--- src/hw/rtl/md5_pkg.sv ---
// ----------------------------------------------------------------------------
// md5 package
// round constants, shift amounts and shared types
// ----------------------------------------------------------------------------
package md5_pkg;
   localparam int unsigned BufDepth  = 16;
   localparam int unsigned WordWidth = 32;

   localparam logic [31:0] IV0 = 32'h67452301;
   localparam logic [31:0] IV1 = 32'hefcdab89;
   localparam logic [31:0] IV2 = 32'h98badcfe;
   localparam logic [31:0] IV3 = 32'h10325476;

   // memory write request from the control unit
   typedef struct packed {
      logic       en;
      logic [3:0] addr;
      logic [3:0] be;
      logic [31:0] data;
   } buf_wr_type;

   function automatic logic [31:0] sine_k(input logic [5:0] r);
      logic [31:0] k;
      begin
         case (r)
            6'd0: k = 32'hd76aa478;  6'd1: k = 32'he8c7b756;
            6'd2: k = 32'h242070db;  6'd3: k = 32'hc1bdceee;
            6'd4: k = 32'hf57c0faf;  6'd5: k = 32'h4787c62a;
            6'd6: k = 32'ha8304613;  6'd7: k = 32'hfd469501;
            6'd8: k = 32'h698098d8;  6'd9: k = 32'h8b44f7af;
            6'd10: k = 32'hffff5bb1; 6'd11: k = 32'h895cd7be;
            6'd12: k = 32'h6b901122; 6'd13: k = 32'hfd987193;
            6'd14: k = 32'ha679438e; 6'd15: k = 32'h49b40821;
            6'd16: k = 32'hf61e2562; 6'd17: k = 32'hc040b340;
            6'd18: k = 32'h265e5a51; 6'd19: k = 32'he9b6c7aa;
            6'd20: k = 32'hd62f105d; 6'd21: k = 32'h02441453;
            6'd22: k = 32'hd8a1e681; 6'd23: k = 32'he7d3fbc8;
            6'd24: k = 32'h21e1cde6; 6'd25: k = 32'hc33707d6;
            6'd26: k = 32'hf4d50d87; 6'd27: k = 32'h455a14ed;
            6'd28: k = 32'ha9e3e905; 6'd29: k = 32'hfcefa3f8;
            6'd30: k = 32'h676f02d9; 6'd31: k = 32'h8d2a4c8a;
            6'd32: k = 32'hfffa3942; 6'd33: k = 32'h8771f681;
            6'd34: k = 32'h6d9d6122; 6'd35: k = 32'hfde5380c;
            6'd36: k = 32'ha4beea44; 6'd37: k = 32'h4bdecfa9;
            6'd38: k = 32'hf6bb4b60; 6'd39: k = 32'hbebfbc70;
            6'd40: k = 32'h289b7ec6; 6'd41: k = 32'heaa127fa;
            6'd42: k = 32'hd4ef3085; 6'd43: k = 32'h04881d05;
            6'd44: k = 32'hd9d4d039; 6'd45: k = 32'he6db99e5;
            6'd46: k = 32'h1fa27cf8; 6'd47: k = 32'hc4ac5665;
            6'd48: k = 32'hf4292244; 6'd49: k = 32'h432aff97;
            6'd50: k = 32'hab9423a7; 6'd51: k = 32'hfc93a039;
            6'd52: k = 32'h655b59c3; 6'd53: k = 32'h8f0ccc92;
            6'd54: k = 32'hffeff47d; 6'd55: k = 32'h85845dd1;
            6'd56: k = 32'h6fa87e4f; 6'd57: k = 32'hfe2ce6e0;
            6'd58: k = 32'ha3014314; 6'd59: k = 32'h4e0811a1;
            6'd60: k = 32'hf7537e82; 6'd61: k = 32'hbd3af235;
            6'd62: k = 32'h2ad7d2bb; default: k = 32'heb86d391;
         endcase
         return k;
      end
   endfunction

   function automatic logic [4:0] rot_s(input logic [5:0] r);
      logic [4:0] s;
      begin
         case ({r[5:4], r[1:0]})
            4'h0: s = 5'd7;  4'h1: s = 5'd12; 4'h2: s = 5'd17; 4'h3: s = 5'd22;
            4'h4: s = 5'd5;  4'h5: s = 5'd9;  4'h6: s = 5'd14; 4'h7: s = 5'd20;
            4'h8: s = 5'd4;  4'h9: s = 5'd11; 4'ha: s = 5'd16; 4'hb: s = 5'd23;
            4'hc: s = 5'd6;  4'hd: s = 5'd10; 4'he: s = 5'd15; default: s = 5'd21;
         endcase
         return s;
      end
   endfunction

   // message word index used in round r
   function automatic logic [3:0] msg_idx(input logic [5:0] r);
      logic [3:0] g;
      begin
         case (r[5:4])
            2'd0: g = r[3:0];
            2'd1: g = 4'(5 * r[3:0] + 1);
            2'd2: g = 4'(3 * r[3:0] + 5);
            default: g = 4'(7 * r[3:0]);
         endcase
         return g;
      end
   endfunction
endpackage

--- src/hw/rtl/md5_buf.sv ---
// ----------------------------------------------------------------------------
// md5 block buffer
// 16 x 32 byte-writable memory, one write and one registered read a cycle
// ----------------------------------------------------------------------------
module md5_buf (
   input  logic                 clock,
   input  md5_pkg::buf_wr_type  wr,
   input  logic [3:0]           rd_addr,
   output logic [31:0]          rd_data
);
   import md5_pkg::*;

   logic [31:0] mem [BufDepth];
   logic [31:0] rd_data_ff;

   always_ff @(posedge clock) begin
      if (wr.en) begin
         for (int i = 0; i < 4; i++) begin
            if (wr.be[i]) mem[wr.addr][i*8 +: 8] <= wr.data[i*8 +: 8];
         end
      end
      rd_data_ff <= mem[rd_addr];
   end

   assign rd_data = rd_data_ff;
endmodule

--- src/hw/rtl/md5_round.sv ---
// ----------------------------------------------------------------------------
// md5 round unit
// one md5 step per cycle while step is high on the working registers, then chaining update
// ----------------------------------------------------------------------------
module md5_round (
   input  logic        clock,
   input  logic        load,
   input  logic        step,
   input  logic        finish,
   input  logic        init,
   input  logic [5:0]  round,
   input  logic [31:0] msg_word,
   output logic [31:0] h0,
   output logic [31:0] h1,
   output logic [31:0] h2,
   output logic [31:0] h3
);
   import md5_pkg::*;

   logic [31:0] a_ff, b_ff, c_ff, d_ff;
   logic [31:0] h_ff [4];
   logic [31:0] f, t, rot;
   logic [4:0]  s;

   always_comb begin
      case (round[5:4])
         2'd0: f = (b_ff & c_ff) | (~b_ff & d_ff);
         2'd1: f = (b_ff & d_ff) | (c_ff & ~d_ff);
         2'd2: f = b_ff ^ c_ff ^ d_ff;
         default: f = c_ff ^ (b_ff | ~d_ff);
      endcase
      s   = rot_s(round);
      t   = a_ff + f + sine_k(round) + msg_word;
      rot = (t << s) | (t >> (6'd32 - {1'b0, s}));
   end

   always_ff @(posedge clock) begin
      if (init) begin
         h_ff[0] <= IV0; h_ff[1] <= IV1; h_ff[2] <= IV2; h_ff[3] <= IV3;
      end else if (finish) begin
         h_ff[0] <= h_ff[0] + a_ff; h_ff[1] <= h_ff[1] + b_ff;
         h_ff[2] <= h_ff[2] + c_ff; h_ff[3] <= h_ff[3] + d_ff;
      end
      if (load) begin
         a_ff <= h_ff[0]; b_ff <= h_ff[1]; c_ff <= h_ff[2]; d_ff <= h_ff[3];
      end else if (step) begin
         a_ff <= d_ff; d_ff <= c_ff; c_ff <= b_ff; b_ff <= b_ff + rot;
      end
   end

   assign h0 = h_ff[0];
   assign h1 = h_ff[1];
   assign h2 = h_ff[2];
   assign h3 = h_ff[3];
endmodule

--- src/hw/rtl/md5_message_digest_unit.sv ---
// ----------------------------------------------------------------------------
// md5 message digest unit
// byte-serial md5 with block buffer memory and a one-round-per-cycle core
// ----------------------------------------------------------------------------
// usage:
//  - req_ channel: one transfer per message byte (req_has_byte), req_is_last
//    ends the message; a last transfer may carry no byte
//  - rsp_ channel: four transfers per message, digest words 0..3, word 3
//    flagged by rsp_last_word
//  - a byte that neither completes a block nor ends the message keeps req_ready high
//  - a byte that completes a block holds req_ready low while the core is
//    loaded, 64 rounds run, each with a buffer read issued the cycle
//    before it, and the chaining update is done
//  - padding writes one byte per cycle through the same path; after a last
//    transfer the pad and length bytes are written and every block they
//    complete is compressed before the first digest word, then four result
//    transfers follow while rsp_ready is high
//  - one message is worked at a time; the next request is taken the cycle
//    after the fourth digest word transfers
//  - reset (synchronous, active high) restores the initial chaining words,
//    zeroes the counts; buffer contents stay undefined and are never read
//    before being written
//  - while rsp_ready is low the current digest word holds and no request is
//    taken until all four words have transferred
// ----------------------------------------------------------------------------
module md5_message_digest_unit (
   input  logic        clock,
   input  logic        reset,
   input  logic        req_valid,
   output logic        req_ready,
   input  logic [7:0]  req_data_byte,
   input  logic        req_has_byte,
   input  logic        req_is_last,
   output logic        rsp_valid,
   input  logic        rsp_ready,
   output logic [31:0] rsp_digest_word,
   output logic [1:0]  rsp_word_index,
   output logic        rsp_last_word
);
   import md5_pkg::*;

   typedef enum logic [5:0] {
      ST_IDLE  = 6'b000001,
      ST_PAD   = 6'b000010,
      ST_LOAD  = 6'b000100,
      ST_RND   = 6'b001000,
      ST_FIN   = 6'b010000,
      ST_OUT   = 6'b100000
   } state_type;

   state_type   state_ff, state_in;
   logic [63:0] count_ff, count_in;
   logic [5:0]  fill_ff, fill_in;
   logic [6:0]  rnd_ff, rnd_in;      // issue counter, one ahead of the core
   logic        mark_ff, mark_in;    // 0x80 marker still to be written
   logic        wrap_ff, wrap_in;    // length goes into the following block
   logic        pend_ff, pend_in;    // message ended, digest pending
   logic [1:0]  widx_ff, widx_in;
   logic [63:0] bits_ff, bits_in;

   buf_wr_type  wr;
   logic [31:0] rd_data;
   logic [31:0] h0, h1, h2, h3;
   logic        load, step, finish, init;
   logic [7:0]  wbyte;
   logic        wbyte_en;
   logic [5:0]  core_round;

   md5_buf u_buf (
      .clock  (clock),
      .wr     (wr),
      .rd_addr(msg_idx(rnd_ff[5:0])),
      .rd_data(rd_data)
   );

   md5_round u_round (
      .clock   (clock),
      .load    (load),
      .step    (step),
      .finish  (finish),
      .init    (init),
      .round   (core_round),
      .msg_word(rd_data),
      .h0(h0), .h1(h1), .h2(h2), .h3(h3)
   );

   assign core_round = 6'(rnd_ff - 7'd1);
   assign req_ready  = (state_ff == ST_IDLE);
   assign rsp_valid  = (state_ff == ST_OUT);
   assign rsp_word_index = widx_ff;
   assign rsp_last_word  = (widx_ff == 2'd3);
   always_comb begin
      case (widx_ff)
         2'd0: rsp_digest_word = h0;
         2'd1: rsp_digest_word = h1;
         2'd2: rsp_digest_word = h2;
         default: rsp_digest_word = h3;
      endcase
   end

   // padding byte for the current fill position: length bytes at 56..63
   // of the block that carries the length, zeros elsewhere
   logic [7:0] pad_byte;
   always_comb begin
      if (fill_ff >= 6'd56 && !wrap_ff) pad_byte = bits_ff[{fill_ff[2:0], 3'b000} +: 8];
      else pad_byte = 8'h00;
   end

   always_comb begin
      state_in = state_ff;
      count_in = count_ff;
      fill_in  = fill_ff;
      rnd_in   = rnd_ff;
      mark_in  = mark_ff;
      wrap_in  = wrap_ff;
      pend_in  = pend_ff;
      widx_in  = widx_ff;
      bits_in  = bits_ff;
      wbyte    = 8'h00;
      wbyte_en = 1'b0;
      load = 1'b0; step = 1'b0; finish = 1'b0;
      init = reset;
      case (state_ff)
         ST_IDLE: begin
            if (req_valid) begin
               if (req_has_byte) begin
                  wbyte_en = 1'b1;
                  wbyte    = req_data_byte;
                  count_in = count_ff + 64'd1;
               end
               if (req_is_last) begin
                  pend_in = 1'b1;
                  mark_in = 1'b1;
                  bits_in = {count_in[60:0], 3'b000};
               end
               if (req_has_byte && fill_ff == 6'd63) begin
                  state_in = ST_LOAD;
               end else if (req_is_last) begin
                  state_in = ST_PAD;
               end
            end
         end
         ST_PAD: begin
            wbyte_en = 1'b1;
            if (mark_ff) begin
               // marker goes where the message ended
               wbyte   = 8'h80;
               mark_in = 1'b0;
               wrap_in = (fill_ff >= 6'd56);
            end else begin
               wbyte = pad_byte;
            end
            if (fill_ff == 6'd63) state_in = ST_LOAD;
         end
         ST_LOAD: begin
            load   = 1'b1;
            rnd_in = rnd_ff + 7'd1;
            state_in = ST_RND;
         end
         ST_RND: begin
            step   = 1'b1;
            rnd_in = rnd_ff + 7'd1;
            if (rnd_ff == 7'd64) state_in = ST_FIN;
         end
         ST_FIN: begin
            // block done: take more bytes, keep padding, or emit the digest
            finish = 1'b1;
            rnd_in = 7'd0;
            if (!pend_ff) begin
               state_in = ST_IDLE;
            end else if (mark_ff || wrap_ff) begin
               state_in = ST_PAD;
               wrap_in  = 1'b0;
            end else begin
               state_in = ST_OUT;
            end
         end
         ST_OUT: begin
            if (rsp_ready) begin
               widx_in = widx_ff + 2'd1;
               if (widx_ff == 2'd3) begin
                  state_in = ST_IDLE;
                  init     = 1'b1;
                  pend_in  = 1'b0;
                  count_in = 64'd0;
                  fill_in  = 6'd0;
                  bits_in  = 64'd0;
               end
            end
         end
         default: state_in = ST_IDLE;
      endcase
      if (wbyte_en) fill_in = 6'(fill_ff + 6'd1);
   end

   // byte lane write at the current fill position
   always_comb begin
      wr.en   = wbyte_en;
      wr.addr = fill_ff[5:2];
      wr.be   = 4'b0001 << fill_ff[1:0];
      wr.data = {4{wbyte}};
   end

   always_ff @(posedge clock) begin
      if (reset) begin
         state_ff <= ST_IDLE;
         count_ff <= 64'd0;
         fill_ff  <= 6'd0;
         rnd_ff   <= 7'd0;
         mark_ff  <= 1'b0;
         wrap_ff  <= 1'b0;
         pend_ff  <= 1'b0;
         widx_ff  <= 2'd0;
         bits_ff  <= 64'd0;
      end else begin
         state_ff <= state_in;
         count_ff <= count_in;
         fill_ff  <= fill_in;
         rnd_ff   <= rnd_in;
         mark_ff  <= mark_in;
         wrap_ff  <= wrap_in;
         pend_ff  <= pend_in;
         widx_ff  <= widx_in;
         bits_ff  <= bits_in;
      end
   end
endmodule

--- config.mk ---
export PLATFORM = sky130hd
export DESIGN_NAME = md5_message_digest_unit
export DESIGN_NICKNAME = d
export VERILOG_FILES = /design/src/hw/rtl/md5_pkg.sv /design/src/hw/rtl/md5_buf.sv /design/src/hw/rtl/md5_round.sv /design/src/hw/rtl/md5_message_digest_unit.sv
export SDC_FILE = /design/constraint.sdc
export NUM_CORES = 2
export LEC_CHECK = 0
export ABC_AREA = 1
export ABC_CLOCK_PERIOD_IN_PS = 9300
export CORE_UTILIZATION = 45
export CTS_CLUSTER_DIAMETER = 200
export DETAILED_ROUTE_END_ITERATION = 8
export DONT_BUFFER_PORTS = 1
export GPL_TIMING_DRIVEN = 0
export RECOVER_POWER = 100
export SYNTH_ARGS = -nofsm -noshare
export SYNTH_HDL_FRONTEND = slang
export SYNTH_SLANG_ARGS = --single-unit
--- constraint.sdc ---
create_clock -name clock -period 9.3 [get_ports clock]
set_input_delay 0 -clock clock [delete_from_list [all_inputs] [get_ports clock]]
set_output_delay 0 -clock clock [all_outputs]
set_load 0.01 [all_outputs]
==> metrics.yaml <==
worst_ep_required_time_ns: 9.72
yosys_warnings: 0
clockRootBuffer: "clkbuf_16"
cts_tree: "built"
core_area_um2: 130000
ios: 51
antenna_found_initial: 9
gp_congestion: 1.053
hp-start: "rsp_ready"
clk_path_buf_depth: 3
hpwl_mm: 180.1
clkSinkCount: 946
synth_enable_flop_cells: 768
dr.pass1.iters: 7
drt-wirelength-per-cell_um: 26.42
finClkSkew_ns: 0.08443
fp.dieW_um: 364.6
port_buffers: 0
synth_seq_cells: 946
cp_data_arrival_time_ns: 9.40
design_area_um2: 66400
rows: 132
crit_start: "rnd_ff[1]$_SDFFE_PP0P_"
p_per_area_nw_per_um2: 172.6
overflow: 0
grt.total_usage: 0.3499
layout.nets: 7438
die_h_um: 364.6
clkTransAtPathRegs_ns: 0.06
synth_ff_type: "edfxtp_1"
setup_viol: 0
synth_cells: 6956
outcome: "finished with violations"
place_area_um2: 61610
cp-end-kind: "flip-flop"
antenna_left: 0
drt_wl_total_mm: 236.6
timing.critical_path.mode_cell: "nand2_1"
syn2layout_area_growth_pct: 12.26
final_hold_viol_count: 0
layout-drive-gt1-share: 0.08766
synthArstFlopShare: 0
slew_headroom: -1.643
htree_levels: 3
ir_drop_v: 0.0001871
p_leak_nw: 25.26
grt_max_degree: 65
failed_checks: "max-capacitance violations, max-slew violations"
timing.final.crit_share: 0.9658
slew_viol_final: 810
grt_pass1_vias: 51340
max_cap_viol_count: 18
dieArea_um2: 132900
worstReg2RegStart: "rnd_ff[1]$_SDFFE_PP0P_"
grt_pass1_wl_mm: 340.8
crit_slowest_cell: "fa_1"
startpoint_type: "flip-flop"
syn_area_um2: 59150
worst_slew_pin_slew_ns: 3.964
power_mw: 11.46
fin_crit_ns: 8.982
criticalPathCategory: "flip-flop to flip-flop"
synth_fp_nets: 7270
start_util: 0.4551
ys_seq_area_frac: 0.4501
drc: 0
ys_types: 71
crit_fanout: 10
vias_per_cell: 6.057
vias: 54240
syn_avg_cell_area_um2: 8.504
max_freq_ghz: 0.1113
clock_latency_ns: 0.75
whs_ns: 0.2374
hp-class: "input port to flip-flop"
tritoncts.num_buffers: 105
max_stage_delay_ns: 0.41
detailedRoute.firstIterationViolations: 7224
## worst paths after layout
check / to / cells after the start / slack (ns)
worst max-delay path: u_round.b_ff[31]$_DFFE_PP_ / 48 / 0.32
worst min-delay path: state_ff[5]$_SDFFE_PP0P_ / 4 / 0.24
worst max register to register: u_round.b_ff[31]$_DFFE_PP_ / 48 / 0.32
worst min register to register: bits_ff[5]$_SDFFE_PP0P_ / 2 / 0.47
## flip-flops by register name, summed over array words and instances, names as in the netlist, 6 cells and up
signal,flops
fill_ff,6
state_ff,6
count_ff,61
u_round.h_ff,128
bits_ff,61
u_buf.mem,512
u_round.d_ff,32
u_round.a_ff,32
rnd_ff,7
u_round.c_ff,32
u_buf.rd_data,32
u_round.b_ff,32
## cell type report
| type | count | area, um^2 |
|---|---|---|
| fillers | 12450 | 63580 |
| multi-input cells | 4944 | 29350 |
| flip-flops and latches | 946 | 26640 |
| inverters | 779 | 2955 |
| clock buffers | 143 | 2887 |
| well taps | 1742 | 2180 |
| plain buffers | 287 | 1424 |
| repair buffers | 61 | 501.7 |
| clock inverters | 50 | 462.9 |
| diodes | 3 | 7.507 |
## per-layer routing
metal | GRT usage | up-vias | part of all wire
li1 | - | 24610 | -
met1 | 0.4457 | 25950 | 0.39
met2 | 0.5408 | 2946 | 0.44
met3 | 0.06666 | 719 | 0.093
met4 | 0.2350 | 10 | 0.080
met5 | 0 | - | 0.00027
## cell usage after synthesis, types with 106 or more instances
cell	instances	area (um^2)
nand2_1	1320	4955
edfxtp_1	768	23060
inv_1	763	2864
o21ai_0	704	3523
a21oi_1	635	3178
nor2_1	479	1798
nand3_1	425	2127
ha_1	229	2865
clkbuf_1	209	784.5
dfxtp_1	178	3563
mux2i_1	149	1491
o211ai_1	118	885.9
mux2_2	108	1216
a31oi_1	106	663.1
## cell families after synthesis
family | Yosys count | share of synthesized area
AND/OR/NAND/NOR | 2472 | 0.1754
AO/OA/AOI/OAI | 1813 | 0.1713
buffers and inverters | 1067 | 0.06953
flip-flops | 946 | 0.4501
adder cells (fa/ha/maj) | 300 | 0.07247
multiplexers | 257 | 0.04577
XOR/XNOR | 101 | 0.01534
## timing repair
| action | in CTS | in global routing |
|---|---|---|
| endpoints found under the setup margin | 32 | 19 |
| hold buffers | 8 | 0 |
| pin swaps | 6 | 23 |
| cloned | 0 | 1 |
| endpoints found under the hold margin | 43 | 0 |
| gates resized for setup | 226 | 179 |
| buffers inserted | 14 | 28 |
## layout by cell type (no fill, tap or decap), types with 50 or more instances in the layout
cell / synthesis / routed
a21oi_1: 635 / 615
a31oi_1: 106 / 101
buf_4: 3 / 51
clkbuf_1: 209 / 219
clkbuf_16: 0 / 110
dfxtp_1: 178 / 175
edfxtp_1: 768 / 768
fa_1: 71 / 70
ha_1: 229 / 218
inv_1: 763 / 755
mux2_2: 108 / 108
mux2i_1: 149 / 149
nand2_1: 1320 / 1308
nand3_1: 425 / 407
nand4_1: 50 / 50
nor2_1: 479 / 455
nor3_1: 79 / 77
o211ai_1: 118 / 118
o21ai_0: 704 / 657
o21ai_1: 48 / 69
xor2_1: 66 / 65
## metrics by stage
step	setup TNS, ns	setup slack, ns	cells	util
final	0	0.3184	8955	0.5108
after global placement	-102.30	-4.044	8698	0.4718
after CTS	0	0.008747	8923	0.5065
after global routing	-0.02807	-0.02807	8954	0.5108
after floorplan	0	0.6873	6956	-
after detailed placement	-98.42	-3.906	8708	0.4740
## where the power goes
part	internal, mW	switching [mW]	leakage [nW]
Sequential	4.79	0.141	8.47
Clock	2.31	1.80	1.63
Combinational	0.738	1.67	15.2
Total	7.84	3.62	25.3
## critical path: cells and delay by family (launching register included)
kind	cells	cell delay, ns
and+or+nand+nor	27	3.39
adders and majority gates	6	1.96
AOI/OAI and AO/OA	7	1.72
buffers and inverters	8	1.25
DFF	1	0.37
(Power assumes the default switching activity.)
